## src/rtl/erb_pkg.sv

```systemverilog
// ----------------------------------------------------------------------------
// erb_pkg
// Shared constants and controller/datapath interface types for the
// euclidean rhythm trigger.
// ----------------------------------------------------------------------------
`timescale 1ns / 1ps
`default_nettype none

package erb_pkg;

  // longest pattern held in the pattern register
  localparam int MAX_STEPS = 64;
  // counts and lengths up to MAX_STEPS inclusive
  localparam int CNT_W     = $clog2(MAX_STEPS + 1);
  // bit position within the pattern
  localparam int POS_W     = $clog2(MAX_STEPS);

  // fixed field widths
  localparam int STEP_W    = 16;
  localparam int KN_W      = 7;
  localparam int CFG_W     = 16;
  localparam int CFG_AW    = 2;

  // register indexes
  localparam logic [CFG_AW-1:0] CFG_HIT   = 2'd0;
  localparam logic [CFG_AW-1:0] CFG_STEPS = 2'd1;
  localparam logic [CFG_AW-1:0] CFG_ROT   = 2'd2;

  // register reset values
  localparam logic [KN_W-1:0]   HIT_RST   = 7'd4;
  localparam logic [KN_W-1:0]   STEPS_RST = 7'd16;
  localparam logic [STEP_W-1:0] ROT_RST   = 16'd0;

  // commands from the controller to the datapath
  typedef struct packed {
    logic load_in;
    logic mod_start;
    logic mod_sel_rot;
    logic rot_store;
    logic grp_init;
    logic grp_step;
    logic fl_step;
    logic out_load;
  } erb_cmd_t;

  // status from the datapath to the controller
  typedef struct packed {
    logic mod_done;
    logic grp_stop;
    logic fl_finish;
  } erb_sts_t;

endpackage

`default_nettype wire

```

## src/rtl/erb_mod.sv

```systemverilog
// ----------------------------------------------------------------------------
// erb_mod
// Bit-serial remainder unit: wraps a signed 16-bit value into
// 0 .. modulus-1, one dividend bit per cycle.
// ----------------------------------------------------------------------------
`timescale 1ns / 1ps
`default_nettype none

module erb_mod import erb_pkg::*; (
  input  wire logic              clk,
  input  wire logic              rst_n,
  input  wire logic              start,
  input  wire logic [STEP_W-1:0] value,
  input  wire logic [CNT_W-1:0]  modulus,
  output logic                   done,
  output logic [CNT_W-1:0]       result
);

  localparam int                CW       = $clog2(STEP_W);
  localparam logic [CW-1:0]     CNT_LAST = CW'(STEP_W - 1);

  logic              busy_r, busy_nxt;
  logic              done_r, done_nxt;
  logic [CW-1:0]     cnt_r, cnt_nxt;
  logic              neg_r, neg_nxt;
  logic [STEP_W-1:0] mag_r, mag_nxt;
  logic [CNT_W-1:0]  rem_r, rem_nxt;

  logic [CNT_W:0]    trial;
  logic [CNT_W:0]    trial_sub;

  // restoring step: bring in the next magnitude bit, subtract if it fits
  always_comb begin
    trial     = {rem_r, mag_r[STEP_W-1]};
    trial_sub = trial - {1'b0, modulus};
  end

  always_comb begin
    busy_nxt = busy_r;
    done_nxt = 1'b0;
    cnt_nxt  = cnt_r;
    neg_nxt  = neg_r;
    mag_nxt  = mag_r;
    rem_nxt  = rem_r;
    if (start) begin
      busy_nxt = 1'b1;
      cnt_nxt  = '0;
      neg_nxt  = value[STEP_W-1];
      mag_nxt  = value[STEP_W-1] ? (~value + {{(STEP_W-1){1'b0}}, 1'b1}) : value;
      rem_nxt  = '0;
    end else if (busy_r) begin
      rem_nxt = (trial >= {1'b0, modulus}) ? trial_sub[CNT_W-1:0] : trial[CNT_W-1:0];
      mag_nxt = {mag_r[STEP_W-2:0], 1'b0};
      cnt_nxt = cnt_r + CW'(1);
      if (cnt_r == CNT_LAST) begin
        busy_nxt = 1'b0;
        done_nxt = 1'b1;
      end
    end
  end

  // control state
  always_ff @(posedge clk) begin
    if (!rst_n) begin
      busy_r <= 1'b0;
      done_r <= 1'b0;
      cnt_r  <= '0;
    end else begin
      busy_r <= busy_nxt;
      done_r <= done_nxt;
      cnt_r  <= cnt_nxt;
    end
  end

  // working value
  always_ff @(posedge clk) begin
    neg_r <= neg_nxt;
    mag_r <= mag_nxt;
    rem_r <= rem_nxt;
  end

  // negative values wrap back into range
  assign done   = done_r;
  assign result = (neg_r && (rem_r != '0)) ? (modulus - rem_r) : rem_r;

endmodule

`default_nettype wire

```

## src/rtl/erb_dp.sv

```systemverilog
// ----------------------------------------------------------------------------
// erb_dp
// Datapath: configuration registers, group builder for the rhythm pattern,
// flattening into the pattern register, and the step lookup.
// ----------------------------------------------------------------------------
`timescale 1ns / 1ps
`default_nettype none

module erb_dp import erb_pkg::*; (
  input  wire logic              clk,
  input  wire logic              rst_n,
  input  wire logic              cfg_we,
  input  wire logic [CFG_AW-1:0] cfg_addr,
  input  wire logic [CFG_W-1:0]  cfg_wdata,
  input  wire logic [STEP_W-1:0] in_step,
  input  wire erb_cmd_t          cmd,
  output erb_sts_t               sts,
  output logic                   trigger
);

  logic [KN_W-1:0]      hit_r;
  logic [KN_W-1:0]      steps_r;
  logic [STEP_W-1:0]    rot_amt_r;
  logic [STEP_W-1:0]    step_r;
  logic [CNT_W-1:0]     rot_r;

  logic [CNT_W-1:0]     a_r, a_nxt;
  logic [CNT_W-1:0]     b_r, b_nxt;
  logic [MAX_STEPS-1:0] pa_r, pa_nxt;
  logic [MAX_STEPS-1:0] pb_r, pb_nxt;
  logic [CNT_W-1:0]     la_r, la_nxt;
  logic [CNT_W-1:0]     lb_r, lb_nxt;
  logic [MAX_STEPS-1:0] pat_r, pat_nxt;
  logic [CNT_W-1:0]     pos_r, pos_nxt;
  logic                 trigger_r;

  logic [CNT_W-1:0]     n_eff;
  logic [STEP_W-1:0]    mod_value;
  logic                 mod_done;
  logic [CNT_W-1:0]     mod_res;
  logic [MAX_STEPS-1:0] cat;
  logic [CNT_W:0]       ab_sum;
  logic [CNT_W:0]       look_sum;
  logic [CNT_W:0]       look_sub;
  logic [CNT_W-1:0]     look_pos;

  // configuration registers
  always_ff @(posedge clk) begin
    if (!rst_n) begin
      hit_r     <= HIT_RST;
      steps_r   <= STEPS_RST;
      rot_amt_r <= ROT_RST;
    end else if (cfg_we) begin
      case (cfg_addr)
        CFG_HIT:   hit_r     <= cfg_wdata[KN_W-1:0];
        CFG_STEPS: steps_r   <= cfg_wdata[KN_W-1:0];
        CFG_ROT:   rot_amt_r <= cfg_wdata[STEP_W-1:0];
        default:   ;
      endcase
    end
  end

  // step count clamped into 1 .. MAX_STEPS
  always_comb begin
    if (steps_r == '0) begin
      n_eff = CNT_W'(1);
    end else if (steps_r > KN_W'(MAX_STEPS)) begin
      n_eff = CNT_W'(MAX_STEPS);
    end else begin
      n_eff = steps_r[CNT_W-1:0];
    end
  end

  // shared remainder unit for rotation and step index
  assign mod_value = cmd.mod_sel_rot ? rot_amt_r : step_r;

  erb_mod u_mod (
    .clk     (clk),
    .rst_n   (rst_n),
    .start   (cmd.mod_start),
    .value   (mod_value),
    .modulus (n_eff),
    .done    (mod_done),
    .result  (mod_res)
  );

  always_ff @(posedge clk) begin
    if (cmd.load_in) begin
      step_r <= in_step;
    end
    if (cmd.rot_store) begin
      rot_r <= mod_res;
    end
  end

  // group builder: a copies of group A then b copies of group B
  assign cat    = pa_r | (pb_r << la_r[POS_W-1:0]);
  assign ab_sum = {1'b0, a_r} + {1'b0, b_r};

  always_comb begin
    a_nxt   = a_r;
    b_nxt   = b_r;
    pa_nxt  = pa_r;
    pb_nxt  = pb_r;
    la_nxt  = la_r;
    lb_nxt  = lb_r;
    pat_nxt = pat_r;
    pos_nxt = pos_r;
    if (cmd.grp_init) begin
      pos_nxt = '0;
      pa_nxt  = {{(MAX_STEPS-1){1'b0}}, 1'b1};
      pb_nxt  = '0;
      la_nxt  = CNT_W'(1);
      lb_nxt  = CNT_W'(1);
      if (hit_r == '0) begin
        // no hits: empty pattern, nothing to flatten
        a_nxt   = '0;
        b_nxt   = '0;
        pat_nxt = '0;
      end else if (hit_r >= KN_W'(n_eff)) begin
        // hits cover every step
        a_nxt   = '0;
        b_nxt   = '0;
        pat_nxt = '1;
      end else begin
        a_nxt   = hit_r[CNT_W-1:0];
        b_nxt   = n_eff - hit_r[CNT_W-1:0];
        pat_nxt = '0;
      end
    end else if (cmd.grp_step) begin
      pa_nxt = cat;
      la_nxt = la_r + lb_r;
      if (a_r <= b_r) begin
        b_nxt = b_r - a_r;
      end else begin
        // leftover B groups run out: the unpaired A groups become the new B
        pb_nxt = pa_r;
        lb_nxt = la_r;
        a_nxt  = b_r;
        b_nxt  = a_r - b_r;
      end
    end else if (cmd.fl_step) begin
      if (a_r != '0) begin
        pat_nxt = pat_r | (pa_r << pos_r[POS_W-1:0]);
        pos_nxt = pos_r + la_r;
        a_nxt   = a_r - CNT_W'(1);
      end else begin
        pat_nxt = pat_r | (pb_r << pos_r[POS_W-1:0]);
        pos_nxt = pos_r + lb_r;
        b_nxt   = b_r - CNT_W'(1);
      end
    end
  end

  always_ff @(posedge clk) begin
    a_r   <= a_nxt;
    b_r   <= b_nxt;
    pa_r  <= pa_nxt;
    pb_r  <= pb_nxt;
    la_r  <= la_nxt;
    lb_r  <= lb_nxt;
    pat_r <= pat_nxt;
    pos_r <= pos_nxt;
  end

  // lookup: (index + rotation) wrapped once
  always_comb begin
    look_sum = {1'b0, mod_res} + {1'b0, rot_r};
    look_sub = look_sum - {1'b0, n_eff};
    look_pos = (look_sum >= {1'b0, n_eff}) ? look_sub[CNT_W-1:0] : look_sum[CNT_W-1:0];
  end

  always_ff @(posedge clk) begin
    if (cmd.out_load) begin
      trigger_r <= pat_r[look_pos[POS_W-1:0]];
    end
  end

  assign sts.mod_done  = mod_done;
  assign sts.grp_stop  = (b_r == '0) || (ab_sum <= (CNT_W+1)'(1));
  assign sts.fl_finish = (a_r == '0) && (b_r == '0);
  assign trigger       = trigger_r;

endmodule

`default_nettype wire

```

## src/rtl/erb_ctrl.sv

```systemverilog
// ----------------------------------------------------------------------------
// erb_ctrl
// Controller: sequences pattern rebuild after configuration changes,
// the step index reduction and the output register.
// ----------------------------------------------------------------------------
`timescale 1ns / 1ps
`default_nettype none

module erb_ctrl import erb_pkg::*; (
  input  wire logic     clk,
  input  wire logic     rst_n,
  input  wire logic     in_tvalid,
  output logic          in_tready,
  output logic          out_tvalid,
  input  wire logic     out_tready,
  input  wire logic     cfg_we,
  input  wire erb_sts_t sts,
  output erb_cmd_t      cmd
);

  localparam logic [3:0] S_IDLE   = 4'd0;
  localparam logic [3:0] S_RSTART = 4'd1;
  localparam logic [3:0] S_ROTW   = 4'd2;
  localparam logic [3:0] S_GINIT  = 4'd3;
  localparam logic [3:0] S_GRP    = 4'd4;
  localparam logic [3:0] S_FLAT   = 4'd5;
  localparam logic [3:0] S_ISTART = 4'd6;
  localparam logic [3:0] S_IDXW   = 4'd7;
  localparam logic [3:0] S_OUT    = 4'd8;

  logic [3:0] state_r, state_nxt;
  logic       dirty_r, dirty_nxt;
  logic       out_valid_r, out_valid_nxt;

  // next state and commands
  always_comb begin
    cmd           = '0;
    state_nxt     = state_r;
    dirty_nxt     = dirty_r;
    out_valid_nxt = out_valid_r && !out_tready;
    case (state_r)
      S_IDLE: begin
        if (in_tvalid) begin
          cmd.load_in = 1'b1;
          state_nxt   = dirty_r ? S_RSTART : S_ISTART;
        end
      end
      S_RSTART: begin
        cmd.mod_start   = 1'b1;
        cmd.mod_sel_rot = 1'b1;
        state_nxt       = S_ROTW;
      end
      S_ROTW: begin
        cmd.mod_sel_rot = 1'b1;
        if (sts.mod_done) begin
          cmd.rot_store = 1'b1;
          state_nxt     = S_GINIT;
        end
      end
      S_GINIT: begin
        cmd.grp_init = 1'b1;
        state_nxt    = S_GRP;
      end
      S_GRP: begin
        if (sts.grp_stop) begin
          state_nxt = S_FLAT;
        end else begin
          cmd.grp_step = 1'b1;
        end
      end
      S_FLAT: begin
        if (sts.fl_finish) begin
          dirty_nxt = 1'b0;
          state_nxt = S_ISTART;
        end else begin
          cmd.fl_step = 1'b1;
        end
      end
      S_ISTART: begin
        cmd.mod_start = 1'b1;
        state_nxt     = S_IDXW;
      end
      S_IDXW: begin
        if (sts.mod_done) begin
          state_nxt = S_OUT;
        end
      end
      S_OUT: begin
        if (!out_valid_r || out_tready) begin
          cmd.out_load  = 1'b1;
          out_valid_nxt = 1'b1;
          state_nxt     = S_IDLE;
        end
      end
      default: begin
        state_nxt = S_IDLE;
      end
    endcase
    // any register write invalidates the cached pattern
    if (cfg_we) begin
      dirty_nxt = 1'b1;
    end
  end

  always_ff @(posedge clk) begin
    if (!rst_n) begin
      state_r     <= S_IDLE;
      dirty_r     <= 1'b1;
      out_valid_r <= 1'b0;
    end else begin
      state_r     <= state_nxt;
      dirty_r     <= dirty_nxt;
      out_valid_r <= out_valid_nxt;
    end
  end

  assign in_tready  = (state_r == S_IDLE);
  assign out_tvalid = out_valid_r;

endmodule

`default_nettype wire

```

## src/rtl/euclidean_rhythm_trigger_core.sv

```systemverilog
// ----------------------------------------------------------------------------
// euclidean_rhythm_trigger_core
// Answers each step index request with whether that step of a Euclidean
// rhythm is a hit. The pattern is built from hit_count, step_count and
// rotate_amount and cached until the next register write. When the pattern
// is cached, a request is taken, the remainder is started, bit-serial
// remainder steps run over the 16 bits of the step index, the remainder
// finishes and the output register is loaded. The first request after a
// register write also rebuilds the pattern: the rotation remainder, seeding
// the groups, the grouping passes and the flattening of each group, with a
// finishing step each for grouping and flattening. Passes and flattened
// groups together never exceed the step count. A new request is taken
// while the previous result still waits in the output register; its own
// result then waits until that register frees.
// ----------------------------------------------------------------------------
`timescale 1ns / 1ps
`default_nettype none

module euclidean_rhythm_trigger_core import erb_pkg::*; (
  input  wire logic              clk,
  input  wire logic              rst_n,
  // request: step_index[15:0]
  input  wire logic              in_tvalid,
  output logic                   in_tready,
  input  wire logic [15:0]       in_tdata,
  // result: trigger[0], zeros above
  output logic                   out_tvalid,
  input  wire logic              out_tready,
  output logic [7:0]             out_tdata,
  // register writes
  input  wire logic              cfg_we,
  input  wire logic [CFG_AW-1:0] cfg_addr,
  input  wire logic [CFG_W-1:0]  cfg_wdata
);

  erb_cmd_t cmd;
  erb_sts_t sts;
  logic     trigger;

  erb_ctrl u_ctrl (
    .clk        (clk),
    .rst_n      (rst_n),
    .in_tvalid  (in_tvalid),
    .in_tready  (in_tready),
    .out_tvalid (out_tvalid),
    .out_tready (out_tready),
    .cfg_we     (cfg_we),
    .sts        (sts),
    .cmd        (cmd)
  );

  erb_dp u_dp (
    .clk       (clk),
    .rst_n     (rst_n),
    .cfg_we    (cfg_we),
    .cfg_addr  (cfg_addr),
    .cfg_wdata (cfg_wdata),
    .in_step   (in_tdata[STEP_W-1:0]),
    .cmd       (cmd),
    .sts       (sts),
    .trigger   (trigger)
  );

  assign out_tdata = {7'd0, trigger};

endmodule

`default_nettype wire

```

## config.mk

```make
export PLATFORM = sky130hd
export DESIGN_NAME = euclidean_rhythm_trigger_core
export DESIGN_NICKNAME = d
export VERILOG_FILES = /design/src/rtl/erb_pkg.sv /design/src/rtl/erb_mod.sv /design/src/rtl/erb_dp.sv /design/src/rtl/erb_ctrl.sv /design/src/rtl/euclidean_rhythm_trigger_core.sv
export SDC_FILE = /design/constraint.sdc
export NUM_CORES = 1
export LEC_CHECK = 0
export BUFFER_PORTS_ARGS = -buffer_cell sky130_fd_sc_hd__buf_2
export CAP_MARGIN = 20
export CORE_UTILIZATION = 55
export CTS_CLUSTER_SIZE = 12
export DETAILED_ROUTE_END_ITERATION = 10
export PLACE_DENSITY = 0.71
export SYNTH_ARGS = -nofsm -noshare
export SYNTH_HDL_FRONTEND = slang
export SYNTH_SLANG_ARGS = --single-unit
```

## constraint.sdc

```tcl
create_clock -name clk -period 20.6 [get_ports clk]
set_clock_uncertainty 0.15 [all_clocks]
set_input_delay 1.03 -clock clk [delete_from_list [all_inputs] [get_ports clk]]
set_output_delay 1.03 -clock clk [all_outputs]
set_load 0.05 [all_outputs]
```

# == Word level (Yosys, flattened, before mapping) ==
# Cells that the tools add are included.
# word_totals
regBits,317
input_bits,39
output_inout_bits,10
word_cells,169
# classes
n_addsub,15
magnitude_cmp,7
n_eq_ne,20
shift,3
muxes,59
n_bitwise,8
reduce_logical,34
# ops
op,count
64-bit two-way mux,6
64-bit bitwise OR,3
64-bit by 6-bit left shift with 64-bit output,3
7-bit two-way mux,19
16-bit two-way mux,4
4-bit case mux with 9 select lines,1
7-bit subtractor,5
7-bit zero test,4
4-bit two-way mux,6
7-bit adder,3
1-bit two-way mux,20
"16-bit by 1-bit adder with 16-bit output, second input constant",1
7-bit by 7-bit adder with 8-bit output,2
"4-bit by 3-bit == test with 1-bit output, second input constant",4
8-bit by 7-bit >= comparator with 1-bit output,2
16-bit NOT,1
2-bit AND reduction,8
7-bit nonzero test,2
"7-bit by 1-bit subtractor with 7-bit output, second input constant",2
"4-bit by 2-bit == test with 1-bit output, second input constant",2
"4-bit == test, second input constant",2
"8-bit by 1-bit less-or-equal comparator with 1-bit output, second input constant",1
"2-bit by 1-bit != test with 1-bit output, second input constant",4
2-bit OR reduction,4
other kinds (25),37

# == Logic depth before layout (Yosys ltp) ==
# logic_depth
depth_word,10
mapped_depth,27
mapped_depth_nobuf,25

# == Hierarchy ==
# A second synthesis with hierarchy kept.
# hier_totals
cells_unflattened,2584
area_unflattened_um2,23794.1
# modules_own_cells
mod,n_inst,cells_each,area_per_inst_um2,seq_area_each_um2
erb_dp,1,2267,21057.7,6586.3
erb_mod,1,247,2178.3,770.7
erb_ctrl,1,61,494.2,120.1
euclidean_rhythm_trigger_core,1,9,63.8,0.0

# == Least setup slack after synthesis ==
# Ideal clock, no wire load.
# synth_timing
path_type,reg-to-reg
startpoint,reg u_dp.a_r[1]
endpoint,reg u_dp.pat_r[0] (enable)
setup_time_ns,0.574
arrival_ns,5.774
required_ns,19.876
setup_slack_ns,14.101
stages_incl_launch_ff,8
n_path_buf,1
synth_period_minus_slack_ns,6.499
cell_sequence,edfxtp_1 > inv_1 > ha_1 > or3b_1 > buf_6 > or3_1 > nor2_1 > o21ai_0
# synth_between
elab_chain_len,7
elab_cells_between_ends,12
cone_classes,add/sub (1); order compare (1); eq/ne (1); mux (4); reduce/logical (5)
# synth_rtl
element,line_no,text
from (decl),erb_dp.sv:27,"logic [CNT_W-1:0] a_r, a_nxt;"
from (signal assigned),erb_dp.sv:156,a_r <= a_nxt;
7-bit by 7-bit adder with 8-bit output,erb_dp.sv:98,"assign ab_sum = {1'b0, a_r} + {1'b0, b_r};"
8-bit by 1-bit less-or-equal comparator with 1-bit output,erb_dp.sv:180,assign sts.grp_stop = (b_r == '0) || (ab_sum <= (CNT_W+1)'(1));
1-bit logical OR,erb_dp.sv:180,
1-bit two-way mux,erb_ctrl.sv:65,if (sts.grp_stop) begin
1-bit two-way mux,erb_ctrl.sv:41,case (state_r)
2-bit by 1-bit != test with 1-bit output (no line),n/a,
2-bit AND reduction (no line) *,n/a,
to (signal assigned),erb_dp.sv:162,pat_r <= pat_nxt;
to (decl),erb_dp.sv:33,"logic [MAX_STEPS-1:0] pat_r, pat_nxt;"
# Every way passes the cells marked *; elsewhere a longest branch is shown, timed or not.
# A chain may end at the register's enable or synchronous reset.

# == Worst setup path after layout ==
# layout_timing
startpoint,reg u_dp.steps_r[1]
endpoint,"reg u_dp.trigger_r, in the netlist u_dp.trigger (data pin)"
# layout_between
elab_chain_len,10
elab_cells_between_ends,12
cone_classes,add/sub (3); order compare (2); mux (6); reduce/logical (1)
# layout_rtl
element,line_no,text
from (decl),erb_dp.sv:22,logic [KN_W-1:0] steps_r;
from (signal assigned),erb_dp.sv:56,CFG_STEPS: steps_r <= cfg_wdata[KN_W-1:0];
7-bit greater-than comparator,erb_dp.sv:67,end else if (steps_r > KN_W'(MAX_STEPS)) begin
7-bit two-way mux,erb_dp.sv:67,
7-bit two-way mux *,erb_dp.sv:65,if (steps_r == '0) begin
7-bit subtractor *,erb_mod.sv:84,assign result = (neg_r && (rem_r != '0)) ? (modulus - rem_r) : rem_r;
7-bit two-way mux *,erb_mod.sv:84,
net u_dp.mod_res[1],erb_dp.sv:40,logic [CNT_W-1:0] mod_res;
7-bit by 7-bit adder with 8-bit output *,erb_dp.sv:168,"look_sum = {1'b0, mod_res} + {1'b0, rot_r};"
8-bit by 7-bit >= comparator with 1-bit output / 6-bit subtractor (equally long branches),"erb_dp.sv:170, erb_dp.sv:169",
6-bit two-way mux *,erb_dp.sv:170,"look_pos = (look_sum >= {1'b0, n_eff}) ? look_sub[CNT_W-1:0] : look_sum[CNT_W-1:0];"
1-bit binary-select mux with 6-bit select *,erb_dp.sv:175,trigger_r <= pat_r[look_pos[POS_W-1:0]];
1-bit two-way mux (not written as such) *,erb_dp.sv:175,
to (signal assigned),erb_dp.sv:175,
to (decl),erb_dp.sv:35,logic trigger_r;
# Mark *: on every way through the listed nets, which the timed path passes. The rest lies on a longest branch. The select of a mux whose other input is x is not followed.

==> impl_metrics.yaml <==
route:
  route.detailed.drc: 0
  first_iter_violations: 2842
  wirelength_mm: 77.3
  drt_first_pass_iters: 7
  vias: 20700
  via_per_inst: 6.77
  antenna_left: 0
  detail_route.wl_per_cell_um: 25.2
global_routing:
  grt_pass1_wl_mm: 118
  grt_max_degree: 71
  grt.total_usage_pct: 35.1
  grt_pass1_vias: 19200
  overflow: 0
  antenna_found_initial: 1
synthesis:
  yosysWarnings: 0
  netlist_area_um2: 23500
  synth_ff_type: "dfxtp_1"
  syn_avg_cell_area_um2: 9.16
  ys_async_sr_fraction_pct: 0
  synth_edf_count: 119
  synth_seq_cells: 314
  synth.yosys.seq_area_share_pct: 31.8
  netlist_instances: 2567
  ys_types: 83
critical_path:
  crit_chain: "or4_1 > nor2_1 > o21a_1 > inv_1 > ha_1 > inv_1 > fa_1 > mux2_2 > ha_1 > a211oi_1 > nor2_1 > nor2_1 > ha_1 > nor2_1 > a21oi_1 > a41oi_1 > o221ai_1 > buf_4 > mux2_2 > mux2_2 > a222oi_1 > nand4_1 > and4_1"
  path_max_fanout: 32
  r2r_slack_ps: 13630
  crit_type: "reg2reg"
  arrival_ps: 7140
  r2r_start: "u_dp.steps_r[1]$_SDFFE_PN0P_"
  path_common_cell: "nor2_1"
  r2r-end: "u_dp.trigger$_DFFE_PP_"
  crit_path_end_kind: "flop"
  crit_path_top_delay_cell: "mux2_2"
  path_buf_inv: 3
  reg2reg_depth: 23
  worstPathRequired_ps: 20770
  cp_slowest_stage_delay_ps: 770
  start_kind: "flop"
  crit_family: "simple AND/OR/NAND/NOR gates"
  critical_path.startpoint: "u_dp.steps_r[1]$_SDFFE_PN0P_"
floorplanning:
  die_height_um: 209
  start_util_pct: 55.9
  die-area_um2: 43600
  num_rows: 75
  ios: 49
  core_um2: 42000
  fp.dieW_um: 209
layout:
  final_cell_mix: "424 x nand2_1, 202 x mux2i_1, 189 x a21oi_1"
  design_area_um2: 25200
  drive_gt1_share_pct: 13.6
  final_nets: 2613
  syn_to_final_growth_pct: 7.18
  final_common_cell: "nand2_1"
cts:
  cts.sinks: 314
  clkLatencyLatePin_ps: 590
  cts_max_level: 2
  cts.clk_slew.worst_paths_ps: 60
  cts_tree: "built"
  cts.repair.resized: 0
  numCtsBuffers: 39
  postCtsSetupRepairBufs: 0
  cts-root-buf: "clkbuf_16"
  clk_path_buf_depth: 3
  hold_buffers: 0
hold_path:
  hold_depth: 2
  min_from: "u_dp.rot_amt_r[8]$_SDFFE_PN0P_"
  hp-class: "reg2reg"
  min_to: "u_dp.rot_amt_r[8]$_SDFFE_PN0P_"
sta:
  setup_tns_ps: 0
  rsz0062_at_grt: "false"
  period_needed_ps: 6970
  finalSetupViolations: 0
  fmax_mhz: 143
  tightest_slew_ps: 1040
  slew_headroom_pct: 30.8
  whs_ps: 312
  finalCritPeriodShare_pct: 33.9
  hold_viol: 0
  maxSlewViolCount: 0
power:
  vdd_ir_drop_max_mv: 0.115
  leakage_nw: 9.90
  power.density_nw_per_um2: 148
placed_design:
  place_congestion: 1.02
  place_hpwl_mm: 56.0
  port_buffers: 41
  placed_area_um2: 23900
job:
  maxCapViolations: 0
run_status:
  outcome: "completed"
==> cell usage after synthesis (7+ instances only) <==
| master | instances | area [um2] |
|---|---|---|
| and2_1 | 7 | 43.8 |
| a31oi_1 | 19 | 119 |
| o221ai_1 | 8 | 70.1 |
| nand2b_1 | 8 | 50.1 |
| o22ai_1 | 22 | 138 |
| a21oi_1 | 189 | 946 |
| fa_1 | 10 | 200 |
| a211oi_1 | 33 | 248 |
| a221oi_1 | 13 | 114 |
| mux2i_1 | 202 | 2020 |
| edfxtp_1 | 119 | 3570 |
| nor2b_1 | 28 | 175 |
| o21a_1 | 12 | 90.1 |
| xor2_1 | 28 | 245 |
| inv_1 | 73 | 274 |
| dfxtp_1 | 195 | 3900 |
| o21ai_0 | 181 | 906 |
| mux4_2 | 100 | 2250 |
| buf_1 | 22 | 82.6 |
| a221o_1 | 12 | 120 |
| nor3_1 | 44 | 220 |
| buf_4 | 10 | 75.1 |
| a21boi_0 | 21 | 158 |
| nand2_1 | 425 | 1600 |
| clkbuf_1 | 143 | 537 |
| mux4_1 | 30 | 788 |
| nand3_1 | 41 | 205 |
| or3_1 | 8 | 50.1 |
| nor2_1 | 180 | 676 |
| a22oi_1 | 23 | 173 |
| nand4_1 | 14 | 87.6 |
| buf_2 | 10 | 50.1 |
| a211o_1 | 7 | 61.3 |
| a21o_1 | 23 | 173 |
| buf_6 | 7 | 78.8 |
| a22o_1 | 14 | 123 |
| mux2_2 | 75 | 845 |
| ha_1 | 68 | 851 |
| xnor2_1 | 29 | 254 |
| o31ai_1 | 10 | 75.1 |
==> worst max path at each step <==
stage	endpoint	slack, ps	depth (start not counted)
after floorplan	u_dp.pat_r[0]$_DFFE_PP_	14100	7
after global placement	u_dp.trigger$_DFFE_PP_	13940	23
after detailed placement	u_dp.trigger$_DFFE_PP_	13740	23
after CTS	u_dp.trigger$_DFFE_PP_	13710	23
after global routing	u_dp.trigger$_DFFE_PP_	13130	23
final	u_dp.trigger$_DFFE_PP_	13630	23
==> worst min-delay path, delay by kind of cell, from the launching register on <==
family,cells,cell delay (ps)
compound gates,1,60
simple gates,1,40
flops,1,300
==> logic make-up (layout without fill, tap and decap cells) <==
| logic type | count (synthesis) | after routing | share of synthesized area (%) |
|---|---|---|---|
| compound gates | 649 | 649 | 17.2 |
| xor+xnor | 57 | 57 | 2.12 |
| fa+ha+maj | 78 | 78 | 4.47 |
| buf+inv | 274 | 224 | 4.97 |
| flops | 314 | 314 | 31.8 |
| mux | 407 | 407 | 25.1 |
| other cells | 1 | 8 | 0.0159 |
| simple gates | 787 | 787 | 14.3 |
==> flip-flops by register name, summed over array words and instances (netlist names), 6 cells and up <==
name and flops:
u_dp.a_r 7, u_dp.b_r 7, u_dp.hit_r 7, u_dp.la_r 6
u_dp.lb_r 6, u_dp.pa_r 64, u_dp.pat_r 64, u_dp.pb_r 64
u_dp.pos_r 6, u_dp.rot_amt_r 16, u_dp.rot_r 7, u_dp.step_r 16
u_dp.steps_r 7, u_dp.u_mod.mag_r 16, u_dp.u_mod.rem_r 7
==> cell type report <==
| cell class | instances | area (um2) |
|---|---|---|
| Antenna cell | 1 | 2.50 |
| Timing Repair Buffer | 77 | 479 |
| Sequential cell | 314 | 7490 |
| Fill cell | 3637 | 16800 |
| Multi-Input combinational cell | 1985 | 14900 |
| Tap cell | 539 | 674 |
| Clock buffer | 54 | 1120 |
| Inverter | 79 | 297 |
| Clock inverter | 14 | 210 |
==> metal layers <==
metal	GRT usage [%]	share of wire, %	wire length, um
met1	51.3	43	33200
met2	50.5	43	33000
met3	8.73	11	8710
met5	0	0	0
met4	11.9	3.0	2320
==> stage by stage <==
step                      utilization [%]  std cells  power, mW  worst slack, ps
after floorplan                         -       2573       2.47            14100
after global placement               56.7       2992       2.92            13940
after detailed placement             56.8       2993       2.97            13740
after CTS                            59.9       3061       3.70            13710
after global routing                 60.0       3062       3.94            13130
final                                60.0       3063       3.74            13630
==> report_power, final <==
group / switching [mW] / internal, mW
clock network: 0.288 / 0.433
logic: 1.22 / 0.806
registers: 0.169 / 0.817
No activity file was read; power rests on OpenSTA's default activity.
